===== src/rtl/core/hwt_pkg.sv =====
// ----------------------------------------------------------------------------
// hwt_pkg
// Shared widths, constants and register indexes of the heating-wire
// thermostat.
// ----------------------------------------------------------------------------
package hwt_pkg;

  localparam int ADC_BITS            = 12;
  localparam int RATIO_FRACTION_BITS = 16;
  localparam int RATIO_BITS          = 8 + RATIO_FRACTION_BITS;
  localparam int DEN_BITS            = ADC_BITS + 8;
  localparam int PROD_BITS           = ADC_BITS + 9;
  localparam int V_BITS              = 40;
  localparam int MUL_BITS            = 17;
  localparam int DIV_CNT_BITS        = $clog2(RATIO_BITS);
  localparam int STEP_CNT_BITS       = 8;
  localparam int TEMP_BITS           = 8;
  localparam int BAND_BITS           = 5;
  localparam int CORR_BITS           = 6;

  localparam int CFG_INDEX_BITS = 3;
  localparam int CFG_DATA_BITS  = 8;

  localparam logic [CFG_INDEX_BITS-1:0] CFG_SETPOINT    = 3'd0;
  localparam logic [CFG_INDEX_BITS-1:0] CFG_BAND_WARM   = 3'd1;
  localparam logic [CFG_INDEX_BITS-1:0] CFG_BAND_HOT    = 3'd2;
  localparam logic [CFG_INDEX_BITS-1:0] CFG_WIRE_LENGTH = 3'd3;
  localparam logic [CFG_INDEX_BITS-1:0] CFG_CORRECTION  = 3'd4;

  localparam logic [ADC_BITS-1:0]      PRESENCE_LIMIT = ADC_BITS'(50);
  localparam logic [ADC_BITS-1:0]      REF_LIMIT      = ADC_BITS'(50);
  localparam logic [TEMP_BITS-1:0]     WARM_LIMIT     = 8'd50;
  localparam logic [PROD_BITS-1:0]     WIRE_FACTOR    = PROD_BITS'(510);
  localparam logic [MUL_BITS-1:0]      STEP_UP_MUL    = 17'd63627;
  localparam logic [MUL_BITS-1:0]      STEP_DOWN_MUL  = 17'd67562;
  localparam logic [V_BITS-1:0]        ONE_Q32        = V_BITS'(64'h1_0000_0000);
  localparam logic [RATIO_BITS-1:0]    RATIO_ONE      = RATIO_BITS'(1) << RATIO_FRACTION_BITS;
  localparam logic [STEP_CNT_BITS-1:0] STEP_UP_MAX    = 8'd255;
  localparam logic [STEP_CNT_BITS-1:0] STEP_DOWN_MAX  = 8'd25;
  localparam int                       BASE_TEMP      = 25;

  localparam logic [TEMP_BITS-1:0] RST_SETPOINT    = 8'd45;
  localparam logic [BAND_BITS-1:0] RST_BAND_WARM   = 5'd3;
  localparam logic [BAND_BITS-1:0] RST_BAND_HOT    = 5'd1;
  localparam logic [7:0]           RST_WIRE_LENGTH = 8'd1;
  localparam logic [CORR_BITS-1:0] RST_CORRECTION  = 6'd0;

endpackage


===== src/rtl/core/hwt_if.sv =====
// ----------------------------------------------------------------------------
// hwt_if
// Valid/ready channels of the heating-wire thermostat: sample items in,
// result items out.
// ----------------------------------------------------------------------------
interface hwt_in_if;
  logic                         valid;
  logic                         ready;
  logic [hwt_pkg::ADC_BITS-1:0] ref_sample;
  logic [hwt_pkg::ADC_BITS-1:0] wire_sample;
  logic [hwt_pkg::ADC_BITS-1:0] presence_sample;
  logic                         heater_enabled;
  logic                         heat_restart;

  modport source (output valid, ref_sample, wire_sample, presence_sample,
                  heater_enabled, heat_restart, input ready);
  modport sink (input valid, ref_sample, wire_sample, presence_sample,
                heater_enabled, heat_restart, output ready);
endinterface

interface hwt_out_if;
  logic                          valid;
  logic                          ready;
  logic [hwt_pkg::TEMP_BITS-1:0] temperature;
  logic                          heater_on;
  logic                          fault;

  modport source (output valid, temperature, heater_on, fault, input ready);
  modport sink (input valid, temperature, heater_on, fault, output ready);
endinterface


===== src/rtl/core/heater_wire_thermostat_top.sv =====
// ----------------------------------------------------------------------------
// heater_wire_thermostat_top
// Wire temperature estimate and hysteresis heater control, one result per
// sample item.
// ----------------------------------------------------------------------------
// Each item on in_ch carries reference, wire and presence samples plus the
// enable and restart flags. For each item one result leaves on out_ch with
// the temperature, the heater drive and the fault flag.
// The block works on one item at a time and drops in_ch.ready from the
// acceptance until the result is loaded into the output register. The
// resistance ratio comes from a restoring divider that takes one quotient
// bit per cycle, and the temperature from a step loop that runs one
// constant multiply per cycle: up to about 190 steps for hot wires, up to
// 25 for cold ones. An item passes through the setup, check, divide,
// scale, step, temperature and finish states; the divider is skipped when
// the ratio saturates, and items rejected early (small reference, wire not
// above it) skip the divider and the step loop and go from the check
// straight to the temperature state.
// A finished result waits in the output register while out_ch.ready is low,
// and the next item is accepted meanwhile; its own result then waits until
// the register is free. Reset restores the register defaults, turns the
// heater off and clears the latched band and any pending restart. The user
// must write configuration through cfg_we, cfg_index and cfg_data while the
// block is idle; the block itself does not enforce this.
// ----------------------------------------------------------------------------
module heater_wire_thermostat_top (
  input  logic                               clk,
  input  logic                               rst,
  hwt_in_if.sink                             in_ch,
  hwt_out_if.source                          out_ch,
  input  logic                               cfg_we,
  input  logic [hwt_pkg::CFG_INDEX_BITS-1:0] cfg_index,
  input  logic [hwt_pkg::CFG_DATA_BITS-1:0]  cfg_data
);

  localparam logic [2:0] S_IDLE  = 3'd0;
  localparam logic [2:0] S_SETUP = 3'd1;
  localparam logic [2:0] S_CHECK = 3'd2;
  localparam logic [2:0] S_DIV   = 3'd3;
  localparam logic [2:0] S_SCALE = 3'd4;
  localparam logic [2:0] S_STEP  = 3'd5;
  localparam logic [2:0] S_TEMP  = 3'd6;
  localparam logic [2:0] S_FIN   = 3'd7;

  logic [2:0] state;

  logic [hwt_pkg::TEMP_BITS-1:0] setpoint;
  logic [hwt_pkg::BAND_BITS-1:0] band_warm;
  logic [hwt_pkg::BAND_BITS-1:0] band_hot;
  logic [7:0]                    wire_length;
  logic [hwt_pkg::CORR_BITS-1:0] correction;

  logic                          heat_drive;
  logic [hwt_pkg::BAND_BITS-1:0] active_band;
  logic                          restart_pending;

  logic [hwt_pkg::ADC_BITS-1:0]      ref_r;
  logic [hwt_pkg::ADC_BITS-1:0]      wire_r;
  logic [hwt_pkg::ADC_BITS-1:0]      pres_r;
  logic                              enabled_r;
  logic                              restart_r;
  logic                              zero;
  logic [hwt_pkg::PROD_BITS-1:0]     prod;
  logic [hwt_pkg::DEN_BITS-1:0]      den;
  logic [hwt_pkg::DEN_BITS-1:0]      rem;
  logic [hwt_pkg::RATIO_BITS-1:0]    dq;
  logic [hwt_pkg::DIV_CNT_BITS-1:0]  div_cnt;
  logic [hwt_pkg::V_BITS-1:0]        v;
  logic                              up;
  logic                              first;
  logic [hwt_pkg::STEP_CNT_BITS-1:0] steps;
  logic [hwt_pkg::TEMP_BITS-1:0]     temp;

  logic                              out_valid;
  logic [hwt_pkg::TEMP_BITS-1:0]     out_temp;
  logic                              out_heat;
  logic                              out_fault;

  logic                                         in_fire;
  logic                                         out_free;
  logic [7:0]                                   len_eff;
  logic [hwt_pkg::DEN_BITS:0]                   trial;
  logic                                         trial_ge;
  logic [hwt_pkg::MUL_BITS-1:0]                 mul_k;
  logic [hwt_pkg::V_BITS+hwt_pkg::MUL_BITS-1:0] mul_p;
  logic                                         step_go;
  logic signed [10:0]                           t_sum;
  logic [hwt_pkg::TEMP_BITS-1:0]                t_sat;
  logic                                         fault_now;
  logic                                         pending_now;
  logic [hwt_pkg::BAND_BITS-1:0]                band_now;
  logic signed [9:0]                            low_now;
  logic                                         drive_next;

  assign in_ch.ready        = (state == S_IDLE);
  assign in_fire            = in_ch.valid && in_ch.ready;
  assign out_free           = !out_valid || out_ch.ready;
  assign out_ch.valid       = out_valid;
  assign out_ch.temperature = out_temp;
  assign out_ch.heater_on   = out_heat;
  assign out_ch.fault       = out_fault;

  assign len_eff  = (wire_length == 8'd0) ? 8'd1 : wire_length;
  assign trial    = {rem, dq[hwt_pkg::RATIO_BITS-1]};
  assign trial_ge = (trial >= {1'b0, den});
  assign mul_k    = up ? hwt_pkg::STEP_UP_MUL : hwt_pkg::STEP_DOWN_MUL;
  assign mul_p    = (hwt_pkg::V_BITS + hwt_pkg::MUL_BITS)'(v)
                  * (hwt_pkg::V_BITS + hwt_pkg::MUL_BITS)'(mul_k);

  always_comb begin
    if (first) begin
      step_go = 1'b1;
    end else if (up) begin
      step_go = (v > hwt_pkg::ONE_Q32) && (steps < hwt_pkg::STEP_UP_MAX);
    end else begin
      step_go = (v < hwt_pkg::ONE_Q32) && (steps < hwt_pkg::STEP_DOWN_MAX);
    end
  end

  always_comb begin
    if (up) begin
      t_sum = 11'(hwt_pkg::BASE_TEMP) + $signed({3'b000, steps});
    end else begin
      t_sum = 11'(hwt_pkg::BASE_TEMP) - $signed({3'b000, steps});
    end
    t_sum = t_sum - $signed({5'b00000, correction});
    if (zero || t_sum < 0) begin
      t_sat = '0;
    end else if (t_sum > 11'sd255) begin
      t_sat = 8'd255;
    end else begin
      t_sat = t_sum[7:0];
    end
  end

  always_comb begin
    fault_now   = (pres_r <= hwt_pkg::PRESENCE_LIMIT);
    pending_now = restart_pending || restart_r;
    if (pending_now) begin
      band_now = (temp > hwt_pkg::WARM_LIMIT) ? band_hot : band_warm;
    end else begin
      band_now = active_band;
    end
    low_now    = $signed({2'b00, setpoint}) - $signed({5'b00000, band_now});
    drive_next = heat_drive;
    if (fault_now || !enabled_r) begin
      drive_next = 1'b0;
    end else if (temp >= setpoint) begin
      drive_next = 1'b0;
    end else if ($signed({2'b00, temp}) <= low_now) begin
      drive_next = 1'b1;
    end
  end

  always_ff @(posedge clk) begin
    if (rst) begin
      setpoint    <= hwt_pkg::RST_SETPOINT;
      band_warm   <= hwt_pkg::RST_BAND_WARM;
      band_hot    <= hwt_pkg::RST_BAND_HOT;
      wire_length <= hwt_pkg::RST_WIRE_LENGTH;
      correction  <= hwt_pkg::RST_CORRECTION;
    end else if (cfg_we) begin
      case (cfg_index)
        hwt_pkg::CFG_SETPOINT:    setpoint    <= cfg_data;
        hwt_pkg::CFG_BAND_WARM:   band_warm   <= cfg_data[hwt_pkg::BAND_BITS-1:0];
        hwt_pkg::CFG_BAND_HOT:    band_hot    <= cfg_data[hwt_pkg::BAND_BITS-1:0];
        hwt_pkg::CFG_WIRE_LENGTH: wire_length <= cfg_data;
        hwt_pkg::CFG_CORRECTION:  correction  <= cfg_data[hwt_pkg::CORR_BITS-1:0];
        default: ;
      endcase
    end
  end

  always_ff @(posedge clk) begin
    if (rst) begin
      state           <= S_IDLE;
      heat_drive      <= 1'b0;
      active_band     <= '0;
      restart_pending <= 1'b0;
      out_valid       <= 1'b0;
    end else begin
      if (out_valid && out_ch.ready && (state != S_FIN)) begin
        out_valid <= 1'b0;
      end
      case (state)
        S_IDLE: begin
          if (in_fire) begin
            ref_r     <= in_ch.ref_sample;
            wire_r    <= in_ch.wire_sample;
            pres_r    <= in_ch.presence_sample;
            enabled_r <= in_ch.heater_enabled;
            restart_r <= in_ch.heat_restart;
            state     <= S_SETUP;
          end
        end
        S_SETUP: begin
          zero  <= (ref_r < hwt_pkg::REF_LIMIT) || (wire_r <= ref_r);
          prod  <= hwt_pkg::PROD_BITS'(wire_r - ref_r) * hwt_pkg::WIRE_FACTOR;
          den   <= hwt_pkg::DEN_BITS'(ref_r) * hwt_pkg::DEN_BITS'(len_eff);
          up    <= 1'b0;
          steps <= '0;
          state <= S_CHECK;
        end
        S_CHECK: begin
          if (zero) begin
            state <= S_TEMP;
          end else if (hwt_pkg::DEN_BITS'(prod >> 8) >= den) begin
            dq    <= '1;
            state <= S_SCALE;
          end else begin
            rem     <= hwt_pkg::DEN_BITS'(prod >> 8);
            dq      <= {prod[7:0], {hwt_pkg::RATIO_FRACTION_BITS{1'b0}}};
            div_cnt <= '0;
            state   <= S_DIV;
          end
        end
        S_DIV: begin
          rem     <= trial_ge ? hwt_pkg::DEN_BITS'(trial - {1'b0, den})
                              : trial[hwt_pkg::DEN_BITS-1:0];
          dq      <= {dq[hwt_pkg::RATIO_BITS-2:0], trial_ge};
          div_cnt <= div_cnt + 1'b1;
          if (div_cnt == hwt_pkg::DIV_CNT_BITS'(hwt_pkg::RATIO_BITS - 1)) begin
            state <= S_SCALE;
          end
        end
        S_SCALE: begin
          v     <= hwt_pkg::V_BITS'(dq) << (32 - hwt_pkg::RATIO_FRACTION_BITS);
          up    <= (dq > hwt_pkg::RATIO_ONE);
          first <= 1'b1;
          if (dq == '0) begin
            zero  <= 1'b1;
            state <= S_TEMP;
          end else begin
            state <= S_STEP;
          end
        end
        S_STEP: begin
          if (step_go) begin
            v     <= mul_p[hwt_pkg::V_BITS+15:16];
            steps <= steps + 1'b1;
            first <= 1'b0;
          end else begin
            state <= S_TEMP;
          end
        end
        S_TEMP: begin
          temp  <= t_sat;
          state <= S_FIN;
        end
        S_FIN: begin
          if (out_free) begin
            out_valid  <= 1'b1;
            out_temp   <= temp;
            out_heat   <= drive_next;
            out_fault  <= fault_now;
            heat_drive <= drive_next;
            if (fault_now || !enabled_r) begin
              restart_pending <= pending_now;
            end else begin
              restart_pending <= 1'b0;
              active_band     <= band_now;
            end
            state <= S_IDLE;
          end else if (out_ch.ready) begin
            out_valid <= 1'b0;
          end
        end
        default: state <= S_IDLE;
      endcase
    end
  end

endmodule


===== src/flat_wrapper.sv =====
// flat-port wrapper written by rule: the top's interface ports become plain ports
module heater_wire_thermostat_top_flat 
  (clk, rst, cfg_we, cfg_index, cfg_data, in_ch_valid, in_ch_ref_sample, in_ch_wire_sample, in_ch_presence_sample, in_ch_heater_enabled, in_ch_heat_restart, in_ch_ready, out_ch_valid, out_ch_temperature, out_ch_heater_on, out_ch_fault, out_ch_ready);
  hwt_in_if in_ch_i ();
  hwt_out_if out_ch_i ();
  input  logic clk;
  input  logic rst;
  input  logic cfg_we;
  input  logic [hwt_pkg::CFG_INDEX_BITS-1:0] cfg_index;
  input  logic [hwt_pkg::CFG_DATA_BITS-1:0] cfg_data;
  input wire logic [$bits(in_ch_i.valid)-1:0] in_ch_valid;
  input wire logic [$bits(in_ch_i.ref_sample)-1:0] in_ch_ref_sample;
  input wire logic [$bits(in_ch_i.wire_sample)-1:0] in_ch_wire_sample;
  input wire logic [$bits(in_ch_i.presence_sample)-1:0] in_ch_presence_sample;
  input wire logic [$bits(in_ch_i.heater_enabled)-1:0] in_ch_heater_enabled;
  input wire logic [$bits(in_ch_i.heat_restart)-1:0] in_ch_heat_restart;
  output wire logic [$bits(in_ch_i.ready)-1:0] in_ch_ready;
  output wire logic [$bits(out_ch_i.valid)-1:0] out_ch_valid;
  output wire logic [$bits(out_ch_i.temperature)-1:0] out_ch_temperature;
  output wire logic [$bits(out_ch_i.heater_on)-1:0] out_ch_heater_on;
  output wire logic [$bits(out_ch_i.fault)-1:0] out_ch_fault;
  input wire logic [$bits(out_ch_i.ready)-1:0] out_ch_ready;
  assign in_ch_i.valid = in_ch_valid;
  assign in_ch_i.ref_sample = in_ch_ref_sample;
  assign in_ch_i.wire_sample = in_ch_wire_sample;
  assign in_ch_i.presence_sample = in_ch_presence_sample;
  assign in_ch_i.heater_enabled = in_ch_heater_enabled;
  assign in_ch_i.heat_restart = in_ch_heat_restart;
  assign in_ch_ready = in_ch_i.ready;
  assign out_ch_valid = out_ch_i.valid;
  assign out_ch_temperature = out_ch_i.temperature;
  assign out_ch_heater_on = out_ch_i.heater_on;
  assign out_ch_fault = out_ch_i.fault;
  assign out_ch_i.ready = out_ch_ready;
  heater_wire_thermostat_top u_core (.clk(clk), .rst(rst), .in_ch(in_ch_i), .out_ch(out_ch_i), .cfg_we(cfg_we), .cfg_index(cfg_index), .cfg_data(cfg_data));
endmodule

===== config.mk =====
export PLATFORM = sky130hd
export DESIGN_NAME = heater_wire_thermostat_top_flat
export DESIGN_NICKNAME = d
export VERILOG_FILES = /design/src/rtl/core/hwt_pkg.sv /design/src/rtl/core/hwt_if.sv /design/src/rtl/core/heater_wire_thermostat_top.sv /design/src/flat_wrapper.sv
export SDC_FILE = /design/constraint.sdc
export NUM_CORES = 2
export LEC_CHECK = 0
export BUFFER_PORTS_ARGS = -buffer_cell sky130_fd_sc_hd__buf_2
export CELL_PAD_IN_SITES_DETAIL_PLACEMENT = 1
export CELL_PAD_IN_SITES_GLOBAL_PLACEMENT = 2
export CORE_MARGIN = 3
export CORE_UTILIZATION = 40
export CTS_BUF_LIST = sky130_fd_sc_hd__clkbuf_2 sky130_fd_sc_hd__clkbuf_4 sky130_fd_sc_hd__clkbuf_8
export DETAILED_ROUTE_END_ITERATION = 10
export PLACE_DENSITY_LB_ADDON = 0.1
export SLEW_MARGIN = 30
export SYNTH_ARGS = -nofsm -noshare
export SYNTH_HDL_FRONTEND = slang
export SYNTH_SLANG_ARGS = --single-unit

===== constraint.sdc =====
create_clock -name clk -period 7.1 [get_ports clk]
set_input_delay 1.42 -clock clk [delete_from_list [all_inputs] [get_ports clk]]
set_output_delay 1.42 -clock clk [all_outputs]
set_load 0.01 [all_outputs]

Word level (Yosys, flattened, before mapping)
Index checks and enable logic that the tools add are counted.
{"block": "word_totals", "elab_cells": 159, "ramBits": 0, "regBits": 239, "out_inout_bits": 12, "input_bits": 54, "romBits": 0, "mem_count": 0, "latch_bits": 0}
{"block": "op_classes", "shift": 0, "n_bitwise": 2, "mul": 3, "n_div": 0, "mux": 43, "add_sub_neg": 8, "n_reduce_logical": 38, "n_eq_ne": 21, "order_cmp": 15}
{"op": "$pmux W40 S2", "count": 1}
{"op": "$mux W20", "count": 3}
{"op": "$mul A40 B17 Y56", "count": 1}
{"op": "$mux W24", "count": 2}
{"op": "$pmux W24 S2", "count": 1}
{"op": "$gt A40 B33 Y1 const B", "count": 1}
{"op": "$lt A40 B33 Y1 const B", "count": 1}
{"op": "$mux W40", "count": 1}
{"op": "$pmux W20 S2", "count": 1}
{"op": "$gt A24 B17 Y1 const B", "count": 1}
{"op": "$logic_not A24 Y1", "count": 1}
{"op": "$mux W8", "count": 3}
{"op": "$pmux W3 S8", "count": 1}
{"op": "$ge A21 B20 Y1", "count": 1}
{"op": "$mul A21 B8 Y20 const B", "count": 1}
{"op": "$reduce_and A3 Y1", "count": 7}
{"op": "$ge A13 B20 Y1", "count": 1}
{"op": "$mul A12 B8 Y20", "count": 1}
{"op": "$mux W5", "count": 4}
{"op": "$sub A20 B20 Y20", "count": 1}
{"op": "$mux W3", "count": 6}
{"op": "$reduce_and A2 Y1", "count": 9}
{"op": "$mux W17", "count": 1}
{"op": "$pmux W8 S2", "count": 1}
{"op": "37 further kinds", "count": 79}

Longest topological paths before layout
{"block": "depth", "word_depth": 8, "ltp_mapped": 29}

Worst setup path after synthesis
Ideal clock, no wire load.
{"block": "synth_timing", "path_type": "register -> register", "start": "reg u_core.up", "end": "reg u_core.v[37] (netlist name) (data pin)", "path_buffers": 3, "t_required_ps": 6822, "arrival_time_ps": 6536, "slack_ps": 286, "setup_time_ps": 278, "path_stages_with_launch": 26, "cell_sequence": "edfxtp_1 clkbuf_1 inv_2 buf_1 clkbuf_1 nand2_1 fa_1 inv_1 fa_1 fa_1 fa_1 fa_1 inv_1 fa_1 inv_1 ha_1 nor2_1 nor4_1 a21oi_1 o31ai_1 o2111ai_1 a21oi_1 o21ai_0 o21ai_1 mux2i_1 o311ai_0"}
{"block": "synth_between", "elab_chain_len": 4}
{"element": "start, declared", "line_no": "heater_wire_thermostat_top.sv:69", "source": "logic up;"}
{"element": "start signal, assigned", "line_no": "heater_wire_thermostat_top.sv:228", "source": "up <= (dq > hwt_pkg::RATIO_ONE);"}
{"element": "$mux W17", "line_no": "heater_wire_thermostat_top.sv:106", "source": "assign mul_k = up ? hwt_pkg::STEP_UP_MUL : hwt_pkg::STEP_DOWN_MUL;"}
{"element": "$mul A40 B17 Y56", "line_no": "heater_wire_thermostat_top.sv:108", "source": "* (hwt_pkg::V_BITS + hwt_pkg::MUL_BITS)'(mul_k);"}
{"element": "$mux W40", "line_no": "heater_wire_thermostat_top.sv:238", "source": "if (step_go) begin"}
{"element": "$pmux W40 S2", "line_no": "heater_wire_thermostat_top.sv:185", "source": "case (state)"}
{"element": "end signal, assigned", "line_no": "heater_wire_thermostat_top.sv:227", "source": "v <= hwt_pkg::V_BITS'(dq) << (32 - hwt_pkg::RATIO_FRACTION_BITS);"}
{"element": "end signal, assigned", "line_no": "heater_wire_thermostat_top.sv:239", "source": "v <= mul_p[hwt_pkg::V_BITS+15:16];"}
{"element": "end, declared", "line_no": "heater_wire_thermostat_top.sv:68", "source": "logic [hwt_pkg::V_BITS-1:0] v;"}
No other way between the ends. The select of a mux whose other input is x is not followed.
A chain may end at the register's enable or synchronous reset.

Worst setup path in the final report
{"block": "layout_timing", "start": "reg u_core.up", "end": "reg u_core.v[12] (netlist name) (data pin)"}
Same word-level chain as after synthesis.

==> qor.yml <==
clock_network:
  cts_max_level: 2
  ctsHoldBuffers: 0
  path_clk_slew_ns: 0.07
  clk_latency_ns: 0.65
  cts_root_buf: "clkbuf_8"
  cts_tree: "built"
  cts.sinks: 239
  cts_buffer_depth: 3
  cts-buffers-inserted: 50
worst_setup_path:
  cp-end-kind: "flip-flop"
  worstRegToRegCells: 23
  cp_data_arrival_time_ns: 7.21
  crit-reg2reg-launch: "u_core.up"
  cp-startpoint: "u_core.up"
  startpoint_type: "flip-flop"
  crit_type: "reg2reg"
  r2r-end: "u_core.v[12]"
  path_max_fanout: 15
  rrSetupSlack_ns: 0.22
  required_ns: 7.43
pwr:
  p_sw_share_pct: 50.52
  p_total_mw: 18.72
  peakVddDrop_mv: 0.4855
  p_leak_nw: 17.94
  clkPwrFrac_pct: 8.3
  pwr-share-comb_pct: 80.8
  p_int_mw: 9.264
  p_sw_mw: 9.461
  p_seq_share_pct: 10.9
  cellPowerDensity_nw_per_um2: 499.8
yosys:
  synth_cell_types: 82
  synth_cells: 3413
  synth_simple_gate_area_share_pct: 11.17
  synth_top_area_cell: "fa_1"
  synth_top_family_by_area: "adder cells"
  avgSynthCellArea_um2: 9.858
  synth_compound_area_share_pct: 8.977
  synth_edf_count: 196
  synthArstFlopShare_pct: 0
  synth_area_um2: 33640
  yosysSeqAreaShare_pct: 20.05
  yosysWarnings: 0
  synth.area.mux_share_pct: 1.160
  synth_xor_area_share_pct: 3.488
  syn_nets: 4363
  synth_area_leaders: "fa_1 34%, edfxtp_1 17%, ha_1 12%"
  synthFlopType: "edfxtp_1"
  synth-adder-area-share_pct: 45.91
  synth_top_area_share_pct: 33.56
  ys_ff_latch: 239
global_route:
  antenna_found_initial: 2
  grt_max_degree: 76
  gr-usage-met1_pct: 31.44
  track_usage_pct: 22.98
  grt_busiest_layer: "met2"
  grt_pass1_wl_um: 157200
  grt_use_met2_pct: 40.02
  gr-total-overflow: 0
  grt_pass1_vias: 27680
  grt_util_met3_pct: 2.022
layout:
  num-fill-cells: 9300
  nets: 4538
  multi_input_comb_area_um2: 23990
  fin_cells: 4695
  drive_gt1_share_pct: 11.45
  layout.area.seq_um2: 6746
  final_util_pct: 45.27
  syn2layout_area_growth_pct: 11.36
  fin_area_um2: 37470
sta:
  fin_skew_ns: 0.04615
  hold_viol: 0
  finalCritPeriodShare_pct: 96.89
  worst-slew-pin-transition_ns: 0.8519
  clock.fmax_mhz: 145.4
  maxSlewViolCount: 0
  holdWs_ns: 0.4681
  setup-tns-final_ns: 0
  post-route-min-period_ns: 6.879
  worst_slack_ns: 0.2209
  rsz0062_at_grt: "yes"
  setup-violations-final: 0
  timing.slew.headroom_pct: 43.00
route:
  avgViaCountPerCell: 5.114
  vias: 24010
  drt_iter0_markers: 844
  first_pass_iters: 4
  drcViolationCount: 0
  wl_per_cell_um: 20.59
  antenna_left: 0
  routed_wl_um: 96680
placement:
  gp_congestion: 0.9213
  place_inst: 4593
  io_buffers: 65
  place_ws_ns: -0.1833
  hpwlAfterDp_um: 83310
  placed_cell_area_um2: 36150
worst_hold_path:
  min_to: "u_core.setpoint[6]"
  min_delay_path_depth: 2
  hold_path.class: "reg2reg"
  holdCritStartpoint: "u_core.setpoint[6]"
flow_run:
  cap_violations: 0
die:
  die-area_um2: 87630
  ioPinCount: 66
  row_count: 105
  die_w_um: 296.0
  core_region_area_um2: 82770
  die_h_um: 296.0
  start_util_pct: 40.65
outcome:
  outcome: "complete, no violations"
-- synthesized netlist by cell type (4+ instances only) --
master and number:
a211o_1 16, a211oi_1 14, a21boi_0 4, a21o_1 54
a21oi_1 147, a221oi_1 4, a31oi_1 7, and2_1 56
and3_1 19, buf_1 9, buf_2 5, buf_6 4
clkbuf_1 112, dfxtp_1 43, edfxtp_1 196, fa_1 564
ha_1 332, inv_1 684, mux2i_1 39, nand2_1 290
nand2b_1 14, nand3_1 41, nand4_1 30, nor2_1 199
nor2b_1 39, nor3_1 52, nor4_1 25, o211ai_1 6
o21a_1 17, o21ai_0 117, o21ai_1 28, o21bai_1 11
o22ai_1 4, or2_2 11, or3_1 10, xnor2_1 88
xor2_1 46
-- per-layer routing --
metal / share of wire [%] / routed length [um]
met1: 46 / 44270
met2: 50 / 47880
met3: 2.5 / 2454
met4: 2.1 / 2060
met5: 0.016 / 15
-- logic make-up after synthesis --
logic type,Yosys count
compound gates,480
fa+ha+maj,896
flops,239
xor+xnor,134
mux,39
simple gates,806
buf+inv,819
-- final cells by class --
| class | instances | area share (%) |
|---|---|---|
| diodes | 1 | 0.006679 |
| clock buffers | 71 | 2.341 |
| clock inverters | 17 | 0.4174 |
| inverters | 688 | 6.916 |
| multi-input cells | 2355 | 64.02 |
| flip-flops and latches | 239 | 18.01 |
| well taps | 1070 | 3.573 |
| repair buffers | 253 | 4.708 |
| repair inverters | 1 | 0.01336 |
-- power by group through the flow --
stage | combinational [mW] | sequential (mW) | clock, mW
6_report | 15.1 | 2.03 | 1.56
5_1_grt | 17.1 | 2.04 | 1.68
4_1_cts | 15.0 | 2.04 | 1.63
3_5_place_dp | 14.9 | 2.07 | 0
3_3_place_gp | 14.6 | 2.06 | 0
2_1_floorplan | 10.3 | 2.02 | 0
-- cell usage in the layout, fill, tap and decap left out, types with 17 or more instances in the layout --
master / count
nand2_1: 288
nand4_1: 30
buf_2: 65
inv_1: 679
a21o_1: 54
mux2i_1: 39
clkbuf_8: 55
and2_1: 56
a21oi_1: 141
o21ai_0: 113
nor3_1: 47
xor2_1: 45
ha_1: 329
edfxtp_1: 196
nor4_1: 24
nor2_1: 191
nor2b_1: 38
and3_1: 18
fa_1: 562
dfxtp_1: 43
xnor2_1: 86
o21ai_1: 31
buf_4: 183
o21a_1: 17
nand3_1: 40
-- worst max-delay path by stage --
stage | end | slack, ns | depth (start not counted)
after global routing | u_core.v[12] | -0.02 | 26
after detailed placement | u_core.v[12] | -0.18 | 27
after floorplan | u_core.v[37] | 0.29 | 25
final | u_core.v[12] | 0.22 | 23
after CTS | u_core.v[12] | 0.008 | 27
after global placement | u_core.v[12] | -0.009 | 27
-- worst max-delay path: stages, from the launching register on --
cell and delay, ns:
edfxtp_1 0.46, clkinv_4 0.12, buf_12 0.14, buf_4 0.12, nand2_1 0.06, buf_4 0.19
fa_1 0.48, inv_1 0.06, fa_1 0.49, fa_1 0.61, fa_1 0.45, fa_1 0.51
fa_1 0.50, ha_1 0.44, a21oi_2 0.23, o21ai_1 0.14, nor3_2 0.25, a211oi_2 0.14
o21ai_2 0.26, a21boi_2 0.11, o21a_1 0.22, o21a_1 0.21, nor3_1 0.29, nor3_4 0.09
-- registers in the layout (all words and copies together), names as in the netlist, 12 cells and up --
name and cells:
u_core.den 20, u_core.dq 24, u_core.pres_r 12, u_core.prod 20, u_core.ref_r 12, u_core.rem 20, u_core.v 40, u_core.wire_r 12
-- what timing repair did --
item	CTS	global route
endpoints found under the hold margin	0	0
cloned	0	1
setup buffers	0	12
resized for setup	4	46
pin swaps	1	13
setup endpoints to repair	3	23
Note: power is estimated with default switching activity, not from simulation.
